**src/rtl/shift_jis_glyph_indexer_top_defines.svh**
```systemverilog
// ----------------------------------------------------------------------------
// Shift-JIS glyph indexer assertion macros
// Wrappers for the concurrent checks used by the glyph indexer RTL.
// ----------------------------------------------------------------------------
`ifndef SHIFT_JIS_GLYPH_INDEXER_TOP_DEFINES_SVH
`define SHIFT_JIS_GLYPH_INDEXER_TOP_DEFINES_SVH

`ifndef ASSERT_OFF
// Same-cycle implication, disabled while reset is asserted.
`define SJGI_ASSERT_NOW(label, clk, rst_n, ante, cons, msg) \
    label: assert property (@(posedge clk) disable iff (!rst_n) (ante) |-> (cons)) \
        else $error(msg);
// Next-cycle implication, disabled while reset is asserted.
`define SJGI_ASSERT_NEXT(label, clk, rst_n, ante, cons, msg) \
    label: assert property (@(posedge clk) disable iff (!rst_n) (ante) |=> (cons)) \
        else $error(msg);
`else
`define SJGI_ASSERT_NOW(label, clk, rst_n, ante, cons, msg)
`define SJGI_ASSERT_NEXT(label, clk, rst_n, ante, cons, msg)
`endif

`endif

```
**src/rtl/sjgi_pkg.sv**
```systemverilog
// ----------------------------------------------------------------------------
// Shift-JIS glyph indexer package
// Byte range constants, result codes and the result record types.
// ----------------------------------------------------------------------------
package sjgi_pkg;

    localparam logic [7:0] C_DOLLAR       = 8'h24;
    localparam logic [7:0] C_UPPER_A      = 8'h41;
    localparam logic [7:0] C_UPPER_Z      = 8'h5a;
    localparam logic [7:0] C_LOWER_A      = 8'h61;
    localparam logic [7:0] C_LOWER_Z      = 8'h7a;
    localparam logic [7:0] C_ASCII_MAX    = 8'h7f;
    localparam logic [7:0] C_LEAD1_MIN    = 8'h81;
    localparam logic [7:0] C_LEAD1_MAX    = 8'h9f;
    localparam logic [7:0] C_KANA_MIN     = 8'ha1;
    localparam logic [7:0] C_KANA_MAX     = 8'hdf;
    localparam logic [7:0] C_LEAD2_MIN    = 8'he0;
    localparam logic [7:0] C_LEAD2_MAX    = 8'hef;
    localparam logic [7:0] C_LEAD2_BIAS   = 8'hc0;
    localparam logic [7:0] C_TRAIL_LO_MIN = 8'h40;
    localparam logic [7:0] C_TRAIL_LO_MAX = 8'h7e;
    localparam logic [7:0] C_TRAIL_HI_MIN = 8'h80;
    localparam logic [7:0] C_TRAIL_HI_MAX = 8'h9e;
    localparam logic [7:0] C_TRAIL_HI_OFS = 8'h41;
    localparam logic [7:0] C_TRAIL_OD_MIN = 8'h9f;
    localparam logic [7:0] C_TRAIL_OD_MAX = 8'hfc;

    localparam int FIFO_DEPTH = 4;
    localparam int FIFO_PTR_W = $clog2(FIFO_DEPTH);
    localparam int FIFO_CNT_W = $clog2(FIFO_DEPTH + 1);

    typedef enum logic [1:0] {
        KIND_HALF,
        KIND_FULL,
        KIND_EXT_LOWER,
        KIND_EXT_UPPER
    } t_kind;

    typedef enum logic [1:0] {
        ERR_NONE,
        ERR_BAD_BYTE,
        ERR_BAD_TRAIL,
        ERR_CUT_OFF
    } t_err;

    typedef struct packed {
        t_kind       glyph_kind;
        logic [6:0]  glyph_row;
        logic [6:0]  glyph_column;
        logic [7:0]  half_code;
        logic [4:0]  letter_index;
        t_err        error_code;
        logic        last_of_run;
    } t_result;

    typedef struct packed {
        logic [1:0]  count;
        t_result     res0;
        t_result     res1;
    } t_dec;

    typedef struct packed {
        logic        emit;
        t_result     res;
        logic        set_dollar;
        logic        set_lead;
        logic [6:0]  row_base;
    } t_start;

endpackage

```
**src/rtl/sjgi_decoder.sv**
```systemverilog
// ----------------------------------------------------------------------------
// Shift-JIS glyph indexer byte decoder
// Holds the pending lead byte and dollar state and turns each accepted byte
// into zero, one or two result records.
// ----------------------------------------------------------------------------
`include "shift_jis_glyph_indexer_top_defines.svh"

module sjgi_decoder import sjgi_pkg::*; (
    input  logic        i_clk,
    input  logic        i_rst_n,
    input  logic        i_accept,
    input  logic [7:0]  i_byte_in,
    input  logic        i_end_of_text,
    output t_dec        o_dec
);

    logic       r_dollar_pending;
    logic       r_lead_pending;
    logic [6:0] r_row_base;
    logic       n_dollar_pending;
    logic       n_lead_pending;
    logic [6:0] n_row_base;
    t_dec       dec;

    function automatic t_start start_char(input logic [7:0] b, input logic eot);
        t_start     s;
        logic [7:0] ofs;
        s = '0;
        ofs = '0;
        if (b == C_DOLLAR) begin
            if (eot) begin
                s.emit = 1'b1;
                s.res.half_code = C_DOLLAR;
            end else begin
                s.set_dollar = 1'b1;
            end
        end else if (b <= C_ASCII_MAX || (b >= C_KANA_MIN && b <= C_KANA_MAX)) begin
            s.emit = 1'b1;
            s.res.half_code = b;
        end else if ((b >= C_LEAD1_MIN && b <= C_LEAD1_MAX) ||
                     (b >= C_LEAD2_MIN && b <= C_LEAD2_MAX)) begin
            if (eot) begin
                s.emit = 1'b1;
                s.res.error_code = ERR_CUT_OFF;
            end else begin
                ofs = (b <= C_LEAD1_MAX) ? (b - C_LEAD1_MIN) : (b - C_LEAD2_BIAS);
                s.set_lead = 1'b1;
                s.row_base = {ofs[5:0], 1'b0};
            end
        end else begin
            s.emit = 1'b1;
            s.res.error_code = ERR_BAD_BYTE;
        end
        return s;
    endfunction

    always_comb begin
        t_start     sc;
        logic [7:0] d;
        sc = '0;
        d = '0;
        dec = '0;
        n_dollar_pending = r_dollar_pending;
        n_lead_pending = r_lead_pending;
        n_row_base = r_row_base;
        if (r_lead_pending) begin
            n_lead_pending = 1'b0;
            dec.count = 2'd1;
            if (i_byte_in >= C_TRAIL_LO_MIN && i_byte_in <= C_TRAIL_LO_MAX) begin
                d = i_byte_in - C_TRAIL_LO_MIN;
                dec.res0.glyph_kind = KIND_FULL;
                dec.res0.glyph_row = r_row_base;
                dec.res0.glyph_column = d[6:0];
            end else if (i_byte_in >= C_TRAIL_HI_MIN && i_byte_in <= C_TRAIL_HI_MAX) begin
                d = i_byte_in - C_TRAIL_HI_OFS;
                dec.res0.glyph_kind = KIND_FULL;
                dec.res0.glyph_row = r_row_base;
                dec.res0.glyph_column = d[6:0];
            end else if (i_byte_in >= C_TRAIL_OD_MIN && i_byte_in <= C_TRAIL_OD_MAX) begin
                d = i_byte_in - C_TRAIL_OD_MIN;
                dec.res0.glyph_kind = KIND_FULL;
                dec.res0.glyph_row = r_row_base + 7'd1;
                dec.res0.glyph_column = d[6:0];
            end else begin
                dec.res0.error_code = ERR_BAD_TRAIL;
            end
        end else if (r_dollar_pending) begin
            n_dollar_pending = 1'b0;
            dec.count = 2'd1;
            if (i_byte_in >= C_LOWER_A && i_byte_in <= C_LOWER_Z) begin
                d = i_byte_in - C_LOWER_A;
                dec.res0.glyph_kind = KIND_EXT_LOWER;
                dec.res0.letter_index = d[4:0];
            end else if (i_byte_in >= C_UPPER_A && i_byte_in <= C_UPPER_Z) begin
                d = i_byte_in - C_UPPER_A;
                dec.res0.glyph_kind = KIND_EXT_UPPER;
                dec.res0.letter_index = d[4:0];
            end else if (i_byte_in == C_DOLLAR) begin
                dec.res0.half_code = C_DOLLAR;
            end else begin
                dec.res0.half_code = C_DOLLAR;
                sc = start_char(i_byte_in, i_end_of_text);
                if (sc.emit) begin
                    dec.count = 2'd2;
                    dec.res1 = sc.res;
                end
                n_dollar_pending = sc.set_dollar;
                n_lead_pending = sc.set_lead;
                if (sc.set_lead) begin
                    n_row_base = sc.row_base;
                end
            end
        end else begin
            sc = start_char(i_byte_in, i_end_of_text);
            dec.count = {1'b0, sc.emit};
            dec.res0 = sc.res;
            n_dollar_pending = sc.set_dollar;
            n_lead_pending = sc.set_lead;
            if (sc.set_lead) begin
                n_row_base = sc.row_base;
            end
        end
        if (i_end_of_text) begin
            n_dollar_pending = 1'b0;
            n_lead_pending = 1'b0;
        end
        if (dec.count == 2'd2) begin
            dec.res1.last_of_run = 1'b1;
        end else begin
            dec.res0.last_of_run = 1'b1;
        end
    end

    always_ff @(posedge i_clk) begin
        if (!i_rst_n) begin
            r_dollar_pending <= 1'b0;
            r_lead_pending <= 1'b0;
            r_row_base <= '0;
        end else if (i_accept) begin
            r_dollar_pending <= n_dollar_pending;
            r_lead_pending <= n_lead_pending;
            r_row_base <= n_row_base;
        end
    end

    assign o_dec = dec;

    `SJGI_ASSERT_NOW(a_one_pending, i_clk, i_rst_n, 1'b1, !(r_lead_pending && r_dollar_pending), "lead and dollar both pending")
    `SJGI_ASSERT_NEXT(a_eot_clears, i_clk, i_rst_n, i_accept && i_end_of_text, !r_lead_pending && !r_dollar_pending, "state held after end of text")
    `SJGI_ASSERT_NOW(a_pair_dollar, i_clk, i_rst_n, dec.count == 2'd2, dec.res0.half_code == C_DOLLAR && !dec.res0.last_of_run, "two results without leading dollar")

endmodule

```
**src/rtl/sjgi_result_fifo.sv**
```systemverilog
// ----------------------------------------------------------------------------
// Shift-JIS glyph indexer result queue
// Small register queue that takes up to two result records per cycle and
// delivers one per cycle on the output channel while i_ready is high.
// ----------------------------------------------------------------------------
`include "shift_jis_glyph_indexer_top_defines.svh"

module sjgi_result_fifo import sjgi_pkg::*; (
    input  logic        i_clk,
    input  logic        i_rst_n,
    input  logic [1:0]  i_push_count,
    input  t_result     i_res0,
    input  t_result     i_res1,
    output logic        o_space_two,
    output logic        o_valid,
    input  logic        i_ready,
    output t_result     o_data
);

    t_result                r_mem [FIFO_DEPTH];
    logic [FIFO_PTR_W-1:0]  r_wr_ptr;
    logic [FIFO_PTR_W-1:0]  r_rd_ptr;
    logic [FIFO_CNT_W-1:0]  r_count;
    logic [FIFO_PTR_W-1:0]  n_wr_ptr;
    logic [FIFO_PTR_W-1:0]  n_rd_ptr;
    logic [FIFO_CNT_W-1:0]  n_count;
    logic                   pop;

    assign o_valid = (r_count != '0);
    assign pop = o_valid && i_ready;
    assign o_data = r_mem[r_rd_ptr];
    assign o_space_two = (r_count <= FIFO_CNT_W'(FIFO_DEPTH - 2));

    always_comb begin
        n_wr_ptr = r_wr_ptr + FIFO_PTR_W'(i_push_count);
        n_rd_ptr = r_rd_ptr + FIFO_PTR_W'(pop);
        n_count = r_count + FIFO_CNT_W'(i_push_count) - FIFO_CNT_W'(pop);
    end

    always_ff @(posedge i_clk) begin
        if (!i_rst_n) begin
            r_wr_ptr <= '0;
            r_rd_ptr <= '0;
            r_count <= '0;
        end else begin
            r_wr_ptr <= n_wr_ptr;
            r_rd_ptr <= n_rd_ptr;
            r_count <= n_count;
        end
    end

    always_ff @(posedge i_clk) begin
        if (i_push_count != 2'd0) begin
            r_mem[r_wr_ptr] <= i_res0;
        end
        if (i_push_count == 2'd2) begin
            r_mem[r_wr_ptr + FIFO_PTR_W'(1)] <= i_res1;
        end
    end

    `SJGI_ASSERT_NOW(a_count_bound, i_clk, i_rst_n, 1'b1, r_count <= FIFO_CNT_W'(FIFO_DEPTH), "queue count beyond depth")
    `SJGI_ASSERT_NOW(a_no_overflow, i_clk, i_rst_n, i_push_count != 2'd0, {1'b0, r_count} + {{FIFO_CNT_W-1{1'b0}}, i_push_count} <= (FIFO_CNT_W+1)'(FIFO_DEPTH), "push into full queue")
    `SJGI_ASSERT_NEXT(a_empty_push, i_clk, i_rst_n, i_push_count != 2'd0 && r_count == '0, o_valid && o_data == $past(i_res0), "first pushed record not at head")

endmodule

```
**src/rtl/shift_jis_glyph_indexer_top.sv**
```systemverilog
// ----------------------------------------------------------------------------
// Shift-JIS glyph indexer
// Decodes a Shift-JIS byte stream into half-width, full-width row/column and
// external glyph addresses, with error results for malformed text.
// ----------------------------------------------------------------------------
// One byte is accepted per cycle while input ready is high and decoded in the
// same cycle into up to two result beats, which are registered in a four-entry
// result queue. The output delivers one beat per cycle while i_ready is high,
// so the sustained rate is one byte per cycle while bytes give at most one
// result; a byte that ends a lone dollar gives two beats. Input ready is high
// outside reset whenever the queue has two free entries, so a stalled output
// holds the input back only once three or more beats are waiting.
`include "shift_jis_glyph_indexer_top_defines.svh"

module shift_jis_glyph_indexer_top import sjgi_pkg::*; (
    input  logic        i_clk,
    input  logic        i_rst_n,
    input  logic        i_valid,
    output logic        o_ready,
    input  logic [7:0]  i_byte_in,
    input  logic        i_end_of_text,
    output logic        o_valid,
    input  logic        i_ready,
    output logic [1:0]  o_glyph_kind,
    output logic [6:0]  o_glyph_row,
    output logic [6:0]  o_glyph_column,
    output logic [7:0]  o_half_code,
    output logic [4:0]  o_letter_index,
    output logic [1:0]  o_error_code,
    output logic        o_last_of_run
);

    logic       in_accept;
    logic       space_two;
    logic [1:0] push_count;
    t_dec       dec;
    t_result    head;

    assign o_ready = space_two && i_rst_n;
    assign in_accept = i_valid && o_ready;
    assign push_count = in_accept ? dec.count : 2'd0;

    sjgi_decoder u_decoder (
        .i_clk         (i_clk),
        .i_rst_n       (i_rst_n),
        .i_accept      (in_accept),
        .i_byte_in     (i_byte_in),
        .i_end_of_text (i_end_of_text),
        .o_dec         (dec)
    );

    sjgi_result_fifo u_result_fifo (
        .i_clk        (i_clk),
        .i_rst_n      (i_rst_n),
        .i_push_count (push_count),
        .i_res0       (dec.res0),
        .i_res1       (dec.res1),
        .o_space_two  (space_two),
        .o_valid      (o_valid),
        .i_ready      (i_ready),
        .o_data       (head)
    );

    assign o_glyph_kind = head.glyph_kind;
    assign o_glyph_row = head.glyph_row;
    assign o_glyph_column = head.glyph_column;
    assign o_half_code = head.half_code;
    assign o_letter_index = head.letter_index;
    assign o_error_code = head.error_code;
    assign o_last_of_run = head.last_of_run;

    `SJGI_ASSERT_NEXT(a_result_shows, i_clk, i_rst_n, in_accept && dec.count != 2'd0, o_valid, "accepted byte produced no output beat")
    `SJGI_ASSERT_NOW(a_count_legal, i_clk, i_rst_n, in_accept, dec.count != 2'd3, "decoder produced three results")
    `SJGI_ASSERT_NOW(a_last_on_single, i_clk, i_rst_n, in_accept && dec.count == 2'd1, dec.res0.last_of_run, "single result not marked last")

endmodule
```
**config.mk**
```make
export PLATFORM = sky130hd
export DESIGN_NAME = shift_jis_glyph_indexer_top
export DESIGN_NICKNAME = d
export VERILOG_FILES = /design/src/rtl/sjgi_pkg.sv /design/src/rtl/sjgi_decoder.sv /design/src/rtl/sjgi_result_fifo.sv /design/src/rtl/shift_jis_glyph_indexer_top.sv
export VERILOG_INCLUDE_DIRS = /design/src /design/src/rtl
export SDC_FILE = /design/constraint.sdc
export NUM_CORES = 1
export LEC_CHECK = 0
export CAP_MARGIN = 20
export CORE_ASPECT_RATIO = 2
export CORE_MARGIN = 3
export CORE_UTILIZATION = 49
export DETAILED_ROUTE_END_ITERATION = 12
export DONT_BUFFER_PORTS = 1
export PLACE_DENSITY_LB_ADDON = 0.1
export SLEW_MARGIN = 25
export SYNTH_ARGS = -nofsm -noshare
export SYNTH_HDL_FRONTEND = slang
export SYNTH_SLANG_ARGS = --single-unit
```
**constraint.sdc**
```tcl
create_clock -name i_clk -period 3.9 [get_ports i_clk]
set_input_delay 0.585 -clock i_clk [delete_from_list [all_inputs] [get_ports i_clk]]
set_output_delay 0.585 -clock i_clk [all_outputs]
set_load 0.02 [all_outputs]
```
==> impl_metrics.toml, run 1 <==
[clocking]
holdBufCountCts = 0
cts.sinks = 143
clk_latency_ns = 0.43
postCtsSetupBuffers = 0
cts.path.max_buffers = 2
root_buffer = "clkbuf_16"
cts_buffers = 17
clkTransAtPathRegs_ns = 0.06
cts-htree-levels = 4
cts_tree = "done"
cts_resized = 0

[global_route]
grt_pass1_vias = 5743
antenna_found_initial = 0
overflow = 0
grt_start_max_net_pins = 26
grt_pass1_wl_mm = 32.3
grt_use_total_pct = 26.6

[synth]
ys_types = 63
syn_avg_cell_area_um2 = 10.1
syn_area_um2 = 7110
syn_inst = 702
dominantRegCellSynth = "dfxtp_1"
ys_seq_elements = 143
synthArstFlopShare_pct = 0
synth_area_leaders = "dfxtp_1 (28%), edfxtp_1 (19%), mux4_2 (10%)"
yosysTopAreaCell = "dfxtp_1"
synth_warnings = 0
ys_seq_area_share_pct = 46.4
syn_nets = 724
synth_edf_count = 44
synth_top_cell_area_share_pct = 27.9

[placed_design]
dp_hpwl_mm = 15.5
place_area_um2 = 7320
port_buffers = 0
gp_congestion = 0.910

[timing]
fmax_mhz = 317
setup_viol = 0
worst-slew-pin-transition_ns = 0.978
setup-tns-final_ns = 0
hold_viol_final = 0
drv_slew = 0
min_period_over_period_pct = 80.8
slew_headroom_pct = 34.3
holdWs_ns = 0.283
rsz0062_at_grt = "false"
period_minus_slack_ns = 3.15
clock_skew_ns = 0.0119

[floorplan]
die_y_um = 176
pin_count = 47
die_area_um2 = 16100
start_util_pct = 50.7
die_x_um = 91.2
rows = 61
core_area_um2 = 14000

[critical_path]
reg2reg_depth = 10
startpoint_type = "primary input"
crit_required_ns = 3.97
reg2reg_to = "u_result_fifo.r_count[2]$_SDFF_PN0_"
path_class = "primary input to register"
crit_arrival_ns = 3.22
worstPathMaxFanout = 15
crit_path_end_kind = "register"
regToRegSetupSlack_ns = 0.81
reg2reg_from = "u_result_fifo.r_count[2]$_SDFF_PN0_"

[route]
wl_mm = 21.3
wl_per_cell_um = 23.8
antenna_left = 0
drt_pass1_iterations = 5
post-route-drc-count = 0
vias = 5731
drt_iter0_drc = 576
viasPerCell = 6.39

[layout]
drive_gt1_share_pct = 15.7
final_core_util_pct = 56.6
mostFrequentLayoutCells = "nand2_1 (114), dfxtp_1 (97), a21oi_1 (66), edfxtp_1 (44), nand3_1 (33)"
final_common_cell = "nand2_1"
final_nets = 717
area_growth_syn_to_layout_pct = 11.8
fill_cells = 1312
n_antenna_cell = 0
design_area_um2 = 7950

[min_path]
hold_path_class = "primary input to register"
holdPathEnd = "u_result_fifo.r_rd_ptr[1]$_SDFF_PN0_"
min_from = "i_rst_n"
hold_depth = 1

[power]
power_mw = 4.16
ir_worst_vdd_v = 0.000351
power.leakage_nw = 2.71
p_per_area_nw_per_um2 = 524

[run_status]
status = "completed"

[flow_run]
drv_cap = 0
==> through the flow <==
step                      std cells  setup WS, ns
after floorplan                 702         0.257
after global placement          865         0.400
after detailed placement        865         0.342
after CTS                       897         0.779
after global routing            897         0.559
final                           897         0.748
==> worst max-delay path by stage <==
| stage | startpoint | end | slack [ns] | depth (start not counted) |
|---|---|---|---|---|
| after floorplan | i_byte_in[1] | u_result_fifo.r_count[2]$_SDFF_PN0_ | 0.26 | 15 |
| after global placement | i_byte_in[0] | u_result_fifo.r_mem[1][10]$_DFFE_PP_ | 0.40 | 9 |
| after detailed placement | i_byte_in[0] | u_result_fifo.r_mem[1][10]$_DFFE_PP_ | 0.34 | 9 |
| after CTS | i_byte_in[0] | u_result_fifo.r_mem[1][11]$_DFFE_PP_ | 0.78 | 9 |
| after global routing | i_byte_in[0] | u_result_fifo.r_mem[1][15]$_DFFE_PP_ | 0.56 | 9 |
| final | i_byte_in[0] | u_result_fifo.r_mem[1][1]$_DFFE_PP_ | 0.75 | 9 |
==> cells in the mapped netlist (4+ instances only) <==
| cell type | instances |
|---|---|
| clkbuf_1 | 29 |
| nor4_4 | 4 |
| o2bb2ai_1 | 12 |
| nand3_1 | 33 |
| o22ai_1 | 27 |
| a21o_1 | 4 |
| inv_1 | 14 |
| buf_1 | 4 |
| nor2_2 | 5 |
| nand2_1 | 114 |
| edfxtp_1 | 44 |
| and3_1 | 5 |
| xnor2_1 | 6 |
| or3_1 | 5 |
| mux4_2 | 32 |
| nand4_1 | 8 |
| a32o_1 | 6 |
| xor2_1 | 6 |
| nor3_1 | 6 |
| o221a_2 | 4 |
| buf_2 | 14 |
| nor2_1 | 28 |
| and2_1 | 9 |
| a22o_1 | 11 |
| ha_1 | 8 |
| dfxtp_1 | 99 |
| nor2b_1 | 8 |
| o211a_1 | 4 |
| a21oi_1 | 66 |
| o211ai_1 | 5 |
| o21ai_0 | 15 |
| nand3b_1 | 4 |
| nand2b_1 | 7 |
| nor3b_1 | 5 |
| a31oi_1 | 6 |
==> report_power, final <==
part           switching (mW)  internal, mW
clock                   0.671          1.05
sequential             0.0641          1.61
combinational           0.468         0.295
==> sequential cells by signal, summed over array words and instances, names as in the netlist <==
name	count
u_result_fifo.r_rd_ptr	2
u_decoder.r_dollar_pending	1
u_result_fifo.r_mem	128
u_decoder.r_row_base	6
u_result_fifo.r_count	3
u_result_fifo.r_wr_ptr	2
u_decoder.r_lead_pending	1
==> area by class of cell <==
type	instances	area (µm²)	area share, %
inverter	14	52.6	0.661
clock inverter	11	140	1.76
multi-input combinational	495	3530	44.4
sequential	143	3310	41.6
tap	189	236	2.97
clock buffer	21	493	6.20
timing repair buffer	24	193	2.42
==> critical path, cell delays in order <==
cell and delay, ns:
inv_1 0.06, ha_1 0.31, nor4b_4 0.20, a221oi_2 0.44, a211o_1 0.19, buf_4 0.20
nor4_4 0.07, nor2_2 0.72, inv_1 0.44
==> metal layers <==
metal  track usage [%]  vias to the layer above  wire [µm]
met5                 0                        -          0
met3              4.95                       76       1240
li1                  -                     2615          -
met4              19.8                        0       1580
met1              26.9                     2753       7220
met2              47.9                      287      11300
==> kinds of logic after synthesis <==
kind of cell | after synthesis | synth area share (%)
fa+ha+maj | 9 | 1.69
mux | 34 | 10.4
compound gates | 188 | 18.0
flops | 143 | 46.4
simple gates | 252 | 18.1
buf+inv | 64 | 3.94
xor+xnor | 12 | 1.48
Note: power is estimated with default switching activity, not from simulation.
==> run 2: changes to the inputs <==
--- a/config.mk
+++ b/config.mk
@@ -6,6 +6,7 @@
 export SDC_FILE = /design/constraint.sdc
 export NUM_CORES = 1
 export LEC_CHECK = 0
+export ABC_AREA = 1
 export CAP_MARGIN = 20
 export CORE_ASPECT_RATIO = 2
 export CORE_MARGIN = 3
==> constraint.sdc (replaced) <==
create_clock -name i_clk -period 3.29 [get_ports i_clk]
set_input_delay 0.4935 -clock i_clk [delete_from_list [all_inputs] [get_ports i_clk]]
set_output_delay 0.4935 -clock i_clk [all_outputs]
set_load 0.02 [all_outputs]
==> run 2 against run 1 <==
Against the previous run:
- worst hold slack worse by 0.13 ns
- sequential power rose by 21%
- first-iteration DRC count fell by 19%
- total power up 37%
- flip-flop and latch count stayed put
- global-route usage rose by 2.1 points
- core utilization decreased by 0.45 points
- cell area grew 5.8%
- clock skew down 0.0021 ns
- clock-buffer cell count fell by 2
- largest power group is now sequential cells
- routed wire length increased by 11%
==> impl_metrics.toml, run 2 <==
[min_path]
holdPathEnd = "u_result_fifo.r_rd_ptr[0]$_SDFF_PN0_"
hold_path_class = "primary input to register"
min_from = "i_rst_n"
hold_depth = 2

[timing]
clock_skew_ns = 0.00981
hold_viol_final = 0
min_period_over_period_pct = 84.2
setup-tns-final_ns = 0
setup_viol = 0
drv_slew = 0
period_minus_slack_ns = 2.77
fmax_mhz = 361
rsz0062_at_grt = "false"
worst-slew-pin-transition_ns = 0.747
slew_headroom_pct = 50.1

[layout]
drive_gt1_share_pct = 11.2
mostFrequentLayoutCells = "nand2_1 (198), nor2_1 (150), o21ai_0 (108), dfxtp_1 (98), nand3_1 (80)"
fill_cells = 1444
top_register = "u_result_fifo.r_mem"
final_nets = 1044
final_common_cell = "nand2_1"
reg_top3 = "u_result_fifo.r_mem (128), u_decoder.r_row_base (6), u_result_fifo.r_count (3)"
largest_reg_flops = 128
area_growth_syn_to_layout_pct = 11.1
n_antenna_cell = 0

[floorplan]
die_y_um = 182
pin_count = 47
die_area_um2 = 17100
start_util_pct = 50.5
die_x_um = 93.9
rows = 63
core_area_um2 = 15000

[synth]
syn_area_um2 = 7570
synth_edf_count = 44
synth_area_leaders = "dfxtp_1 (26%), edfxtp_1 (17%), nand2_1 (9.8%)"
syn_inst = 1026
synth_top_cell_area_share_pct = 26.2
syn_avg_cell_area_um2 = 7.38
syn_nets = 1048
netlist_top_cells_count = "nand2_1 (198), nor2_1 (150), o21ai_0 (108)"
synthArstFlopShare_pct = 0
ys_seq_elements = 143
yosysTopAreaCell = "dfxtp_1"
synth_warnings = 0
ys_types = 40
post-synth-top-count-cell = "nand2_1"
ys_seq_area_share_pct = 43.6
dominantRegCellSynth = "dfxtp_1"

[critical_path]
crit_required_ns = 3.66
reg2reg_from = "u_decoder.r_lead_pending$_SDFFE_PN0P_"
crit_arrival_ns = 3.14
regToRegSetupSlack_ns = 0.75
worstPathMaxFanout = 9
crit_path_end_kind = "register"
reg2reg_to = "u_result_fifo.r_count[2]$_SDFF_PN0_"
path_class = "primary input to register"
reg2reg_depth = 12
startpoint_type = "primary input"

[clocking]
cts-htree-levels = 4
postCtsSetupBuffers = 0
cts.sinks = 143
cts_resized = 0
clkTransAtPathRegs_ns = 0.06
cts_tree = "done"
cts_buffers = 17
clk_latency_ns = 0.43
root_buffer = "clkbuf_16"
cts.path.max_buffers = 2
holdBufCountCts = 0

[placed_design]
port_buffers = 0
gp_congestion = 1.06
dp_hpwl_mm = 16.5

[power]
p_per_area_nw_per_um2 = 680
power_mw = 5.72
power.leakage_nw = 3.53
ir_worst_vdd_v = 0.000526

[global_route]
antenna_found_initial = 0
grt_pass1_vias = 6848
overflow = 0
grt_use_total_pct = 28.8
grt_pass1_wl_mm = 37.4
grt_start_max_net_pins = 67

[route]
wl_mm = 23.8
vias = 7005
drt_pass1_iterations = 5
post-route-drc-count = 0
wl_per_cell_um = 19.3
viasPerCell = 5.70
drt_iter0_drc = 467
antenna_left = 0

[flow_run]
drv_cap = 0

[run_status]
status = "completed"
[run 2: cell types whose count changed after synthesis, moves of 32 or more]
cell / delta
inv_1: +66
mux4_2: -32
nand2_1: +84
nand3_1: +47
o21ai_0: +93
nor2_1: +122
[run 2: critical path: stages]
cell	delay (ns)
inv_1	0.10
ha_1	0.28
nand2_1	0.12
nand2_1	0.08
nand3_1	0.07
nand2_1	0.11
nand2_1	0.10
nand2_2	0.18
a21oi_1	0.10
a211oi_1	0.34
ha_1	0.20
inv_1	0.05
fa_1	0.37
xor2_1	0.16
or2_2	0.28
a21oi_1	0.11
[run 2: kinds of logic (layout without fill, tap and decap cells)]
logic type / after synthesis / after routing / synth area share [%]
simple gates: 459 / 459 / 26.0
xor+xnor: 10 / 10 / 1.16
flops: 143 / 143 / 43.6
fa+ha+maj: 9 / 9 / 1.59
compound gates: 250 / 250 / 18.5
buf+inv: 155 / 164 / 9.11
[run 2: stage by stage]
stage | setup WS [ns] | instances | utilization [%] | hold WS, ns | instance area (µm²)
floorplan | 0.201 | 1026 | - | 0.427 | 7570
global placement | 0.113 | 1198 | 52.1 | 0.444 | 7810
detailed placement | 0.0790 | 1198 | 52.1 | 0.450 | 7810
CTS | 0.525 | 1230 | 56.2 | 0.147 | 8410
global route | 0.272 | 1230 | 56.2 | 0.163 | 8410
finish | 0.520 | 1230 | 56.2 | 0.154 | 8410
[run 2: power breakdown]
group	total [mW]	internal (mW)	switching (mW)
clock	1.98	1.17	0.804
combinational	1.71	0.490	1.22
sequential	2.03	1.95	0.0763
[run 2: area by class of cell]
| type | count | area [µm²] | area share [%] |
|---|---|---|---|
| tap | 195 | 244 | 2.90 |
| clock buffer | 19 | 453 | 5.38 |
| sequential | 143 | 3300 | 39.3 |
| multi-input combinational | 728 | 3580 | 42.5 |
| clock inverter | 13 | 151 | 1.80 |
| inverter | 93 | 352 | 4.18 |
| timing repair buffer | 39 | 330 | 3.93 |
[run 2: worst max-delay path by stage]
stage,start,to,slack [ns],cells after the start
after floorplan,i_byte_in[0],u_result_fifo.r_count[2]$_SDFF_PN0_,0.20,17
after global placement,i_byte_in[1],u_result_fifo.r_count[2]$_SDFF_PN0_,0.11,16
after detailed placement,i_byte_in[1],u_result_fifo.r_count[2]$_SDFF_PN0_,0.08,16
after CTS,i_byte_in[1],u_result_fifo.r_count[2]$_SDFF_PN0_,0.53,16
after global routing,i_byte_in[1],u_result_fifo.r_count[2]$_SDFF_PN0_,0.27,16
final,i_byte_in[1],u_result_fifo.r_count[2]$_SDFF_PN0_,0.52,16
[run 2: routing by layer]
layer | routed length [µm] | vias up | GRT usage, %
met5 | 0 | - | 0
met4 | 1270 | 0 | 16.7
met3 | 1180 | 68 | 4.39
met2 | 12600 | 253 | 50.8
met1 | 8720 | 3263 | 31.9
li1 | - | 3421 | -
